<file path="config.mk">
export PLATFORM = sky130hd
export DESIGN_NAME = camera_frame_polar_tracker
export DESIGN_NICKNAME = d
export VERILOG_FILES = /design/src/rtl/cfpt_pkg.sv /design/src/rtl/cfpt_front.sv /design/src/rtl/cfpt_fifo.sv /design/src/rtl/cfpt_back.sv /design/src/rtl/camera_frame_polar_tracker.sv
export SDC_FILE = /design/constraint.sdc
export NUM_CORES = 2
export LEC_CHECK = 0
export BUFFER_PORTS_ARGS = -buffer_cell sky130_fd_sc_hd__buf_2
export CAP_MARGIN = 20
export CORE_MARGIN = 8
export CORE_UTILIZATION = 61
export DETAILED_ROUTE_END_ITERATION = 8
export PLACE_DENSITY = 0.75
export RECOVER_POWER = 25
export SLEW_MARGIN = 25
export SYNTH_ARGS = -nofsm -noshare
export SYNTH_HDL_FRONTEND = slang
export SYNTH_SLANG_ARGS = --single-unit
</file>
<file path="constraint.sdc">
create_clock -name clock -period 8.63 [get_ports clock]
set_input_delay 0.4315 -clock clock [delete_from_list [all_inputs] [get_ports clock]]
set_output_delay 0.4315 -clock clock [all_outputs]
set_load 0.005 [all_outputs]
</file>
<file path="src/rtl/cfpt_pkg.sv">
// Shared constants, types and the arctangent table for the camera frame tracker.
package cfpt_pkg;

   localparam int DIST_LIMIT_PX = 200;
   localparam int CORDIC_STEPS  = 16;
   localparam int SQRT_STEPS    = 12;
   localparam int DIV_STEPS     = 18;
   localparam int FIFO_DEPTH    = 2;
   // The root loop needs one warm-up step beside its digits, so the shared
   // iteration runs long enough for whichever of the two needs more.
   localparam int ITER_STEPS    = (CORDIC_STEPS > SQRT_STEPS) ? CORDIC_STEPS
                                                              : SQRT_STEPS + 1;

   localparam logic [7:0]  HDR_BYTE      = 8'd255;
   localparam logic [11:0] DIST_LIMIT    = 12'(DIST_LIMIT_PX * 16);
   localparam logic [14:0] ANG_225       = 15'd14400;
   localparam logic [14:0] FULL_TURN     = 15'd23040;
   localparam logic [14:0] HALF_TURN     = 15'd11520;
   localparam logic [12:0] QUARTER_TURN  = 13'd5760;
   localparam logic [12:0] EIGHTH_TURN   = 13'd2880;
   localparam logic [17:0] STRENGTH_NUM  = 18'd160000;
   localparam logic [17:0] STRENGTH_OFS  = 18'd100;
   localparam logic [17:0] STRENGTH_MIN  = 18'd101;
   localparam logic signed [25:0] Z_MAX  = 26'sd5898240;

   // Frame position codes of the header hunt.
   localparam logic [2:0] POS_HUNT  = 3'd0;
   localparam logic [2:0] POS_HDR   = 3'd1;
   localparam logic [2:0] POS_FIRST = 3'd2;
   localparam logic [2:0] POS_LAST  = 3'd7;

   // Six coordinate bytes: yellow x,y, blue x,y, ball x,y (byte 0 lowest).
   typedef logic [47:0] frame_type;

   typedef struct packed {
      logic      valid;
      frame_type data;
   } push_type;

   typedef enum logic [2:0] {
      B_IDLE, B_PREP, B_SUM, B_ITER, B_FIN, B_DIV, B_OUT
   } back_state_type;

   function automatic logic [22:0] atan_entry(input logic [4:0] i);
      logic [22:0] r;
      unique case (i)
         5'd0:  r = 23'd2949120;
         5'd1:  r = 23'd1740967;
         5'd2:  r = 23'd919879;
         5'd3:  r = 23'd466945;
         5'd4:  r = 23'd234379;
         5'd5:  r = 23'd117304;
         5'd6:  r = 23'd58666;
         5'd7:  r = 23'd29335;
         5'd8:  r = 23'd14668;
         5'd9:  r = 23'd7334;
         5'd10: r = 23'd3667;
         5'd11: r = 23'd1833;
         5'd12: r = 23'd917;
         5'd13: r = 23'd458;
         5'd14: r = 23'd229;
         5'd15: r = 23'd115;
         5'd16: r = 23'd57;
         5'd17: r = 23'd29;
         5'd18: r = 23'd14;
         5'd19: r = 23'd7;
         5'd20: r = 23'd4;
         5'd21: r = 23'd2;
         5'd22: r = 23'd1;
         default: r = 23'd0;
      endcase
      return r;
   endfunction

endpackage

</file>
<file path="src/rtl/cfpt_front.sv">
// Front end: header hunt and collection of the six coordinate bytes of a frame.
module cfpt_front (
   input  logic                clock,
   input  logic                reset,
   input  logic                req_valid,
   output logic                req_stall,
   input  logic [7:0]          req_rx_byte,
   input  logic                fifo_full,
   output cfpt_pkg::push_type  push
);
   import cfpt_pkg::*;

   logic [2:0]  pos_ff, pos_in;
   logic [7:0]  coord_ff [5];
   logic        take;

   // Stalling on a full queue is conservative but keeps the front trivial.
   assign req_stall = fifo_full;
   assign take      = req_valid && !fifo_full;

   always_comb begin
      pos_in = pos_ff;
      if (take) begin
         priority if (pos_ff == POS_HUNT) begin
            pos_in = (req_rx_byte == HDR_BYTE) ? POS_HDR : POS_HUNT;
         end else if (pos_ff == POS_HDR) begin
            pos_in = (req_rx_byte == HDR_BYTE) ? POS_FIRST : POS_HUNT;
         end else if (pos_ff == POS_LAST) begin
            pos_in = POS_HUNT;
         end else begin
            pos_in = pos_ff + 3'd1;
         end
      end
   end

   always_ff @(posedge clock) begin
      if (reset) begin
         pos_ff <= POS_HUNT;
      end else begin
         pos_ff <= pos_in;
      end
   end

   always_ff @(posedge clock) begin
      if (take && pos_ff >= POS_FIRST && pos_ff != POS_LAST) begin
         coord_ff[pos_ff - POS_FIRST] <= req_rx_byte;
      end
   end

   assign push.valid = take && (pos_ff == POS_LAST);
   assign push.data  = {req_rx_byte, coord_ff[4], coord_ff[3], coord_ff[2],
                        coord_ff[1], coord_ff[0]};

endmodule

</file>
<file path="src/rtl/cfpt_fifo.sv">
// Short queue of complete frames between the front end and the solver.
module cfpt_fifo (
   input  logic                clock,
   input  logic                reset,
   input  cfpt_pkg::push_type  push,
   output logic                full,
   input  logic                pop,
   output logic                empty,
   output cfpt_pkg::frame_type pop_data
);
   import cfpt_pkg::*;

   frame_type  mem_ff [FIFO_DEPTH];
   logic [$clog2(FIFO_DEPTH)-1:0] wr_ff, rd_ff;
   logic [$clog2(FIFO_DEPTH):0]   cnt_ff;
   logic       do_push, do_pop;

   assign full     = (cnt_ff == ($clog2(FIFO_DEPTH)+1)'(FIFO_DEPTH));
   assign empty    = (cnt_ff == '0);
   assign do_push  = push.valid && !full;
   assign do_pop   = pop && !empty;
   assign pop_data = mem_ff[rd_ff];

   always_ff @(posedge clock) begin
      if (do_push) begin
         mem_ff[wr_ff] <= push.data;
      end
   end

   always_ff @(posedge clock) begin
      if (reset) begin
         wr_ff  <= '0;
         rd_ff  <= '0;
         cnt_ff <= '0;
      end else begin
         if (do_push) wr_ff <= wr_ff + 1'b1;
         if (do_pop)  rd_ff <= rd_ff + 1'b1;
         cnt_ff <= cnt_ff + (do_push ? 1'b1 : 1'b0) - (do_pop ? 1'b1 : 1'b0);
      end
   end

   assert property (@(posedge clock) disable iff (reset)
      cnt_ff <= ($clog2(FIFO_DEPTH)+1)'(FIFO_DEPTH))
      else $error("frame queue count overflow");
   assert property (@(posedge clock) disable iff (reset)
      (full && !do_pop) |=> full)
      else $error("frame queue lost a word");
   assert property (@(posedge clock) disable iff (reset)
      (empty && !push.valid) |=> empty)
      else $error("frame queue invented a word");

endmodule

</file>
<file path="src/rtl/cfpt_back.sv">
// Solver: per object square root and CORDIC angle, hold logic, strength divide.
module cfpt_back (
   input  logic                clock,
   input  logic                reset,
   input  logic                attack_blue,
   input  logic                fifo_empty,
   input  cfpt_pkg::frame_type fifo_data,
   output logic                fifo_pop,
   output logic                rsp_valid,
   input  logic                rsp_stall,
   output logic [14:0]         rsp_attack_angle,
   output logic [11:0]         rsp_attack_dist,
   output logic [14:0]         rsp_defend_angle,
   output logic [11:0]         rsp_defend_dist,
   output logic [14:0]         rsp_ball_dir_ccw,
   output logic [14:0]         rsp_ball_dir_raw,
   output logic [11:0]         rsp_ball_dist,
   output logic [13:0]         rsp_ball_strength,
   output logic                rsp_attack_seen,
   output logic                rsp_defend_seen,
   output logic                rsp_ball_seen
);
   import cfpt_pkg::*;

   back_state_type state_ff, state_in;
   logic [1:0]  obj_ff;
   logic [4:0]  step_ff;
   frame_type   frame_ff;

   logic signed [8:0]  dx_ff, dy_ff;
   logic [7:0]         ax_ff, ay_ff;
   logic [14:0]        sqx_ff, sqy_ff;

   logic [23:0] sv_ff;
   logic [15:0] srem_ff;
   logic [11:0] root_ff;
   logic signed [35:0] cx_ff, cy_ff;
   logic signed [25:0] cz_ff;

   logic [14:0] held_ang_ff [3];
   logic [11:0] held_dist_ff [3];
   logic [14:0] ang_ff [3];
   logic [11:0] dist_ff [3];
   logic        seen_ff [3];
   logic [14:0] raw_ball_ff;

   logic [11:0] bd_ff;
   logic [12:0] drem_ff;
   logic [17:0] quo_ff;
   logic        out_free;

   logic [7:0]  sel_x, sel_y;
   logic signed [8:0] dx_c, dy_c;
   logic [15:0] strial, sshift;
   logic signed [35:0] cxs, cys;
   logic signed [25:0] zc;
   logic [12:0] t_c;
   logic [14:0] a_q, a_fin, a_raw, a_use;
   logic [11:0] d_use;
   logic [12:0] dshift;
   logic [17:0] strength;

   assign out_free = !rsp_valid || !rsp_stall;
   assign fifo_pop = (state_ff == B_IDLE) && !fifo_empty;

   always_comb begin
      state_in = state_ff;
      unique case (state_ff)
         B_IDLE: if (!fifo_empty) state_in = B_PREP;
         B_PREP: state_in = B_SUM;
         B_SUM:  state_in = B_ITER;
         B_ITER: if (step_ff == 5'(ITER_STEPS - 1)) state_in = B_FIN;
         B_FIN:  state_in = (obj_ff == 2'd2) ? B_DIV : B_PREP;
         B_DIV:  if (step_ff == 5'(DIV_STEPS - 1)) state_in = B_OUT;
         B_OUT:  if (out_free) state_in = B_IDLE;
         default: state_in = B_IDLE;
      endcase
   end

   always_ff @(posedge clock) begin
      if (reset) begin
         state_ff <= B_IDLE;
      end else begin
         state_ff <= state_in;
      end
   end

   // Offsets from image center for the current object.
   always_comb begin
      sel_x = frame_ff[{obj_ff, 1'b0, 3'd0} +: 8];
      sel_y = frame_ff[{obj_ff, 1'b1, 3'd0} +: 8];
      dx_c  = 9'sd160 - $signed({1'b0, sel_x});
      dy_c  = 9'sd120 - $signed({1'b0, sel_y});
   end

   // One CORDIC step, one root digit and one quotient bit per cycle.
   always_comb begin
      cxs    = cx_ff >>> step_ff;
      cys    = cy_ff >>> step_ff;
      sshift = {srem_ff[13:0], sv_ff[23:22]};
      strial = {2'b00, root_ff, 2'b01};
      dshift = {drem_ff[11:0], STRENGTH_NUM[5'(DIV_STEPS - 1) - step_ff]};
   end

   // Angle assembly and hold for the finished object, and the ball strength from the quotient.
   always_comb begin
      if (cz_ff < 0) zc = '0;
      else if (cz_ff > Z_MAX) zc = Z_MAX;
      else zc = cz_ff;
      if (ay_ff == 8'd0) t_c = '0;
      else if (ax_ff == 8'd0) t_c = QUARTER_TURN;
      else if (ax_ff == ay_ff) t_c = EIGHTH_TURN;
      else t_c = 13'((zc + 26'sd512) >>> 10);
      priority if (dx_ff >= 0 && dy_ff >= 0) a_q = {2'b00, t_c};
      else if (dx_ff < 0 && dy_ff >= 0) a_q = HALF_TURN - {2'b00, t_c};
      else if (dx_ff < 0) a_q = HALF_TURN + {2'b00, t_c};
      else a_q = FULL_TURN - {2'b00, t_c};
      a_raw = (a_q >= FULL_TURN) ? a_q - FULL_TURN : a_q;
      if (obj_ff == 2'd2) a_fin = (a_raw == '0) ? '0 : FULL_TURN - a_raw;
      else a_fin = a_raw;
      a_use = (a_fin != ANG_225) ? a_fin : held_ang_ff[obj_ff];
      d_use = (root_ff < DIST_LIMIT) ? root_ff : held_dist_ff[obj_ff];
      if (bd_ff == '0) strength = '0;
      else if (quo_ff > STRENGTH_MIN) strength = quo_ff - STRENGTH_OFS;
      else strength = 18'd1;
   end

   always_ff @(posedge clock) begin
      if (reset) begin
         obj_ff  <= '0;
         step_ff <= '0;
         for (int k = 0; k < 3; k++) begin
            held_ang_ff[k]  <= '0;
            held_dist_ff[k] <= '0;
         end
      end else begin
         unique case (state_ff)
            B_IDLE: begin
               obj_ff <= '0;
               if (!fifo_empty) frame_ff <= fifo_data;
            end
            B_PREP: begin
               dx_ff  <= dx_c;
               dy_ff  <= dy_c;
               ax_ff  <= 8'(dx_c < 0 ? -dx_c : dx_c);
               ay_ff  <= 8'(dy_c < 0 ? -dy_c : dy_c);
            end
            B_SUM: begin
               sqx_ff  <= 15'(ax_ff * ax_ff);
               sqy_ff  <= 15'(ay_ff * ay_ff);
               step_ff <= '0;
               srem_ff <= '0;
               root_ff <= '0;
               cx_ff   <= $signed({4'd0, ax_ff, 24'd0});
               cy_ff   <= $signed({4'd0, ay_ff, 24'd0});
               cz_ff   <= '0;
            end
            B_ITER: begin
               step_ff <= step_ff + 5'd1;
               if (step_ff == '0) begin
                  // Squares settle during the first step; load the root operand.
                  sv_ff <= {(16'({1'b0, sqx_ff}) + 16'({1'b0, sqy_ff})), 8'd0};
               end else if (step_ff <= 5'(SQRT_STEPS)) begin
                  sv_ff <= {sv_ff[21:0], 2'b00};
                  if (sshift >= strial) begin
                     srem_ff <= sshift - strial;
                     root_ff <= {root_ff[10:0], 1'b1};
                  end else begin
                     srem_ff <= sshift;
                     root_ff <= {root_ff[10:0], 1'b0};
                  end
               end
               if (step_ff < 5'(CORDIC_STEPS)) begin
                  if (cy_ff > 0) begin
                     cx_ff <= cx_ff + cys;
                     cy_ff <= cy_ff - cxs;
                     cz_ff <= cz_ff + $signed({3'd0, atan_entry(step_ff)});
                  end else if (cy_ff < 0) begin
                     cx_ff <= cx_ff - cys;
                     cy_ff <= cy_ff + cxs;
                     cz_ff <= cz_ff - $signed({3'd0, atan_entry(step_ff)});
                  end
               end
            end
            B_FIN: begin
               ang_ff[obj_ff]  <= a_use;
               dist_ff[obj_ff] <= d_use;
               seen_ff[obj_ff] <= (root_ff != '0);
               if (a_fin != ANG_225) held_ang_ff[obj_ff] <= a_fin;
               if (root_ff < DIST_LIMIT) held_dist_ff[obj_ff] <= root_ff;
               if (obj_ff == 2'd2) raw_ball_ff <= a_raw;
               if (obj_ff != 2'd2) obj_ff <= obj_ff + 2'd1;
               step_ff <= '0;
               bd_ff   <= d_use;
               drem_ff <= '0;
               quo_ff  <= '0;
            end
            B_DIV: begin
               step_ff <= step_ff + 5'd1;
               if (dshift >= {1'b0, bd_ff}) begin
                  drem_ff <= dshift - {1'b0, bd_ff};
                  quo_ff  <= {quo_ff[16:0], 1'b1};
               end else begin
                  drem_ff <= dshift;
                  quo_ff  <= {quo_ff[16:0], 1'b0};
               end
            end
            B_OUT: begin
            end
            default: begin
            end
         endcase
      end
   end

   always_ff @(posedge clock) begin
      if (reset) begin
         rsp_valid <= 1'b0;
      end else if (state_ff == B_OUT && out_free) begin
         rsp_valid <= 1'b1;
      end else if (!rsp_stall) begin
         rsp_valid <= 1'b0;
      end
   end

   always_ff @(posedge clock) begin
      if (state_ff == B_OUT && out_free) begin
         rsp_attack_angle  <= attack_blue ? ang_ff[1] : ang_ff[0];
         rsp_attack_dist   <= attack_blue ? dist_ff[1] : dist_ff[0];
         rsp_attack_seen   <= attack_blue ? seen_ff[1] : seen_ff[0];
         rsp_defend_angle  <= attack_blue ? ang_ff[0] : ang_ff[1];
         rsp_defend_dist   <= attack_blue ? dist_ff[0] : dist_ff[1];
         rsp_defend_seen   <= attack_blue ? seen_ff[0] : seen_ff[1];
         rsp_ball_dir_ccw  <= ang_ff[2];
         rsp_ball_dir_raw  <= raw_ball_ff;
         rsp_ball_dist     <= dist_ff[2];
         rsp_ball_seen     <= seen_ff[2];
         rsp_ball_strength <= strength[13:0];
      end
   end

   assert property (@(posedge clock) disable iff (reset) obj_ff != 2'd3)
      else $error("object index out of range");
   assert property (@(posedge clock) disable iff (reset)
      (state_ff == B_ITER && step_ff == 5'(ITER_STEPS - 1)) |=> state_ff == B_FIN)
      else $error("iteration did not finish");
   assert property (@(posedge clock) disable iff (reset)
      held_dist_ff[0] < DIST_LIMIT && held_dist_ff[1] < DIST_LIMIT &&
      held_dist_ff[2] < DIST_LIMIT)
      else $error("held distance beyond limit");
   assert property (@(posedge clock) disable iff (reset)
      (state_ff == B_OUT && out_free) |=> rsp_valid)
      else $error("result word not presented");

endmodule

</file>
<file path="src/rtl/camera_frame_polar_tracker.sv">
// Each object passes through the PREP, SUM, ITER and FIN states of the shared CORDIC and root
// unit; the strength divide follows, and then the result word is registered.
// The solver takes a new frame from the queue only once it has registered the last result.
// Header and payload bytes are accepted one per cycle while the frame queue has room.
// Synchronous active-high reset clears the header hunt, the queue, held values and
// the attack_blue register; no clearing pass is needed.
module camera_frame_polar_tracker (
   input  logic        clock,
   input  logic        reset,
   input  logic        req_valid,
   output logic        req_stall,
   input  logic [7:0]  req_rx_byte,
   input  logic        csr_write_en,
   input  logic        csr_attack_blue,
   output logic        rsp_valid,
   input  logic        rsp_stall,
   output logic [14:0] rsp_attack_angle,
   output logic [11:0] rsp_attack_dist,
   output logic [14:0] rsp_defend_angle,
   output logic [11:0] rsp_defend_dist,
   output logic [14:0] rsp_ball_dir_ccw,
   output logic [14:0] rsp_ball_dir_raw,
   output logic [11:0] rsp_ball_dist,
   output logic [13:0] rsp_ball_strength,
   output logic        rsp_attack_seen,
   output logic        rsp_defend_seen,
   output logic        rsp_ball_seen
);
   import cfpt_pkg::*;

   logic       attack_blue_ff;
   push_type   push;
   logic       fifo_full, fifo_empty, fifo_pop;
   frame_type  fifo_data;

   always_ff @(posedge clock) begin
      if (reset) begin
         attack_blue_ff <= 1'b0;
      end else if (csr_write_en) begin
         attack_blue_ff <= csr_attack_blue;
      end
   end

   cfpt_front u_front (
      .clock, .reset, .req_valid, .req_stall, .req_rx_byte,
      .fifo_full(fifo_full), .push(push)
   );

   cfpt_fifo u_fifo (
      .clock, .reset, .push(push), .full(fifo_full), .pop(fifo_pop),
      .empty(fifo_empty), .pop_data(fifo_data)
   );

   cfpt_back u_back (
      .clock, .reset, .attack_blue(attack_blue_ff), .fifo_empty(fifo_empty),
      .fifo_data(fifo_data), .fifo_pop(fifo_pop), .rsp_valid, .rsp_stall,
      .rsp_attack_angle, .rsp_attack_dist, .rsp_defend_angle, .rsp_defend_dist,
      .rsp_ball_dir_ccw, .rsp_ball_dir_raw, .rsp_ball_dist, .rsp_ball_strength,
      .rsp_attack_seen, .rsp_defend_seen, .rsp_ball_seen
   );

endmodule

</file>
==> results.cfg <==
[critical_path]
crit_arrival_ns = 8.31
r2r-end = u_back.held_ang_ff[2][10]
worstSetupEndpointType = flop
slowest_stage = or4_1
cp_slowest_stage_delay_ns = 0.71
startpoint_type = flop
worstPathCellList = nor4_1 -> nand4_1 -> o21ai_1 -> and2_1 -> ha_1 -> nand4_1 -> o31ai_1 -> a21oi_1 -> o31ai_1 -> inv_1 -> ha_1 -> nand2b_1 -> o311ai_0 -> o21ai_0 -> o311ai_1 -> xnor2_1 -> nand3_1 -> and3b_1 -> o211ai_1 -> o31ai_2 -> nand3_1 -> or4_1 -> a21o_1
timing.rr.start = u_back.cz_ff[3]
critPathKind = flop to flop
required_ns = 8.90
critical_path.startpoint = u_back.cz_ff[3]
r2r_setup_slack_ns = 0.59
r2r_cells = 23
worstPathMaxFanout = 15

[cells_and_area]
regArea_sq_mm = 0.0229
multi_input_area_sq_mm = 0.0218
layout.nets = 4371
drive_gt1_share_pct = 12.3
area_growth_pct = 9.40
diodes = 0
fillers = 5610
final_util_pct = 66.8

[yosys]
syn_avg_cell_area_sq_um = 11.6
netlist_instances = 3989
ys_warn_count = 0
yosys_register_bits = 775
synth_edf_count = 732
synth_top_area_cell = edfxtp_1
synthesis.area_sq_mm = 0.0461
synth-seq-area-share_pct = 49.5
synth.distinct_cells = 91
ys_top_cells_by_count = edfxtp_1 (732), nor2_1 (360), nand2_1 (316), inv_1 (225), ha_1 (224)
synth_top_area_share_pct = 47.7
synth_area_leaders = edfxtp_1 (48%), ha_1 (6.1%), mux4_2 (6.0%)
ys.flop_type = edfxtp_1
syn-num-nets = 4281
synth_most_common_cell = edfxtp_1
synthArstFlopShare_pct = 0

[power_and_ir_drop]
p_per_area_mw_per_mm2 = 238
leakage_uw = 0.0190
ir_drop_uv = 203

[route]
drt-wirelength-per-cell_um = 21.3
num_vias = 32000
routed_wl_mm = 109
viasPerCell = 6.24
drcViolationCount = 0
drt_first_pass_iters = 7
drtAntennaViolNets = 0
drt_iter0_markers = 3113

[cts]
cts_htree_levels = 3
cts-root-buf = clkbuf_16
cts_hold_buffers = 0
clockBufferDepth = 3
cts_tree = yes
cts.clk_slew.worst_paths_ns = 0.06
cts.sinks = 775
clkLatencyLatePin_ns = 0.66
cts_buffers = 79

[worst_hold_path]
min-delay-start = rsp_stall
whs_endpoint = u_back.rsp_valid
hold_path.class = primary input to flop
hold_depth = 3

[sta]
min_period_ns = 8.04
period_share_pct = 93.1
slew_headroom_pct = -105
fmax_mhz = 124
drv_slew = 108
setup_viol = 0
finalHoldViolCount = 0
worst_pin_slew_ns = 3.07
rsz0062_at_grt = no
fin_setup_tns_ns = 0
finClkSkew_ns = 0.0556

[floorplanning]
num_rows = 101
dieWidth_um = 291
die-area_sq_mm = 0.0846
coreArea_sq_mm = 0.0754
start_util_pct = 61.1
io_pins = 129
dieHeight_um = 291

[status]
status = finished, violations left
violations = capacitance limit, slew limit

[placed_design]
gp_congestion = 0.997
dp_hpwl_mm = 77.0
port_buffers = 128

[grt]
antenna_found_initial = 4
track_usage_pct = 25.1
grt_pass1_vias = 31200
grt_pass1_wl_mm = 172
globalRouteOverflowTotal = 0
grt_max_degree = 79

[job]
maxCapViolations = 2
logic make-up (layout without fill, tap and decap cells):
family          after synthesis  count (layout)  share of synthesized area (%)
xor+xnor                    290             290                           5.51
simple gates               1208            1208                           12.4
buf+inv                     407             562                           3.39
mux                         340             340                           11.1
compound gates              691             691                           9.64
fa+ha+maj                   278             278                           8.42
flops                       775             775                           49.5
area by class of cell:
type                    count  share of cell area [%]
clock inverters            49                    1.20
repair buffers            185                    1.96
multi-input cells        2807                    43.2
inverters                 231                    1.72
well taps                 978                    2.43
clock buffers              97                    4.16
flip-flops and latches    775                    45.3
worst max-delay path: cells and delay by family (launching register included):
kind                       cells  cell delay (ns)
buffers and inverters          1             0.26
and+or+nand+nor                9             3.01
DFF                            1             0.39
AOI/OAI and AO/OA             10             3.15
xor gates and xnor gates       1             0.30
adders and majority gates      2             0.53
cells in the final DEF (no fill, tap or decap), drive strengths merged, types with 60 or more instances in the layout:
| cell type | instances |
|---|---|
| mux2i | 91 |
| mux4 | 123 |
| o21ai | 183 |
| nor3 | 149 |
| a21oi | 175 |
| xor2 | 107 |
| nand2 | 316 |
| ha | 224 |
| edfxtp | 732 |
| nand3 | 60 |
| mux2 | 126 |
| and2 | 72 |
| inv | 230 |
| xnor2 | 183 |
| nor2 | 362 |
| buf | 88 |
| clkbuf | 194 |
worst max-delay path by stage:
| stage | endpoint | slack (ns) | cells past startpoint |
|---|---|---|---|
| 6_report | u_back.held_ang_ff[2][10] | 0.59 | 23 |
| 2_1_floorplan | u_back.cy_ff[32] | 1.13 | 25 |
| 4_1_cts | u_back.cy_ff[32] | 0.60 | 22 |
| 3_3_place_gp | u_back.held_ang_ff[2][9] | 0.84 | 23 |
| 5_1_grt | u_back.held_ang_ff[2][10] | 0.08 | 23 |
| 3_5_place_dp | u_back.cy_ff[32] | 0.62 | 22 |
per-stage QoR:
| step | cells | hold slack (ns) | power (uW) | worst slack [ns] | area [sq um] |
|---|---|---|---|---|---|
| after global routing | 5122 | 0.0948 | 12700 | 0.0842 | 50400 |
| after global placement | 4976 | 0.402 | 8410 | 0.839 | 47800 |
| after CTS | 5122 | 0.0623 | 12100 | 0.605 | 50500 |
| after floorplan | 3989 | 0.400 | 7620 | 1.13 | 46100 |
| final | 5122 | 0.0870 | 12000 | 0.593 | 50400 |
| after detailed placement | 4976 | 0.405 | 8480 | 0.623 | 47800 |
metal layers:
metal  part of all wire (%)  track usage, %
met1                     41            32.8
met2                     47            41.1
met3                    8.5            6.11
met4                    3.5            8.76
met5                  0.060               0
power by group:
part	internal [uW]	switching (uW)	total, uW
clock	2050	1490	3540
sequential	4490	212	4700
combinational	1580	2170	3750
total	8120	3880	12000
flip-flops by register name, summed over array words and instances (netlist names), 15 cells and up, named ones only:
name and flops:
u_back.held_ang_ff 60, u_back.quo_ff 18, u_back.sv_ff 16, u_back.frame_ff 48
u_back.cx_ff 36, u_back.cy_ff 36, u_back.ang_ff 45, u_back.rsp_ball_dir_ccw 15
u_fifo.mem_ff 96, u_back.cz_ff 26, u_back.raw_ball_ff 15, u_back.held_dist_ff 48
u_back.rsp_attack_angle 15, u_back.rsp_ball_dir_raw 15, u_front.coord_ff 40, u_back.rsp_defend_angle 15
u_back.dist_ff 36
what timing repair did:
| item | in CTS | in global routing |
|---|---|---|
| setup endpoints to repair | 0 | 46 |
| resized for setup | 0 | 5 |
| endpoints found under the hold margin | 0 | 0 |
| setup buffers | 0 | 0 |
(Power assumes the default switching activity.)
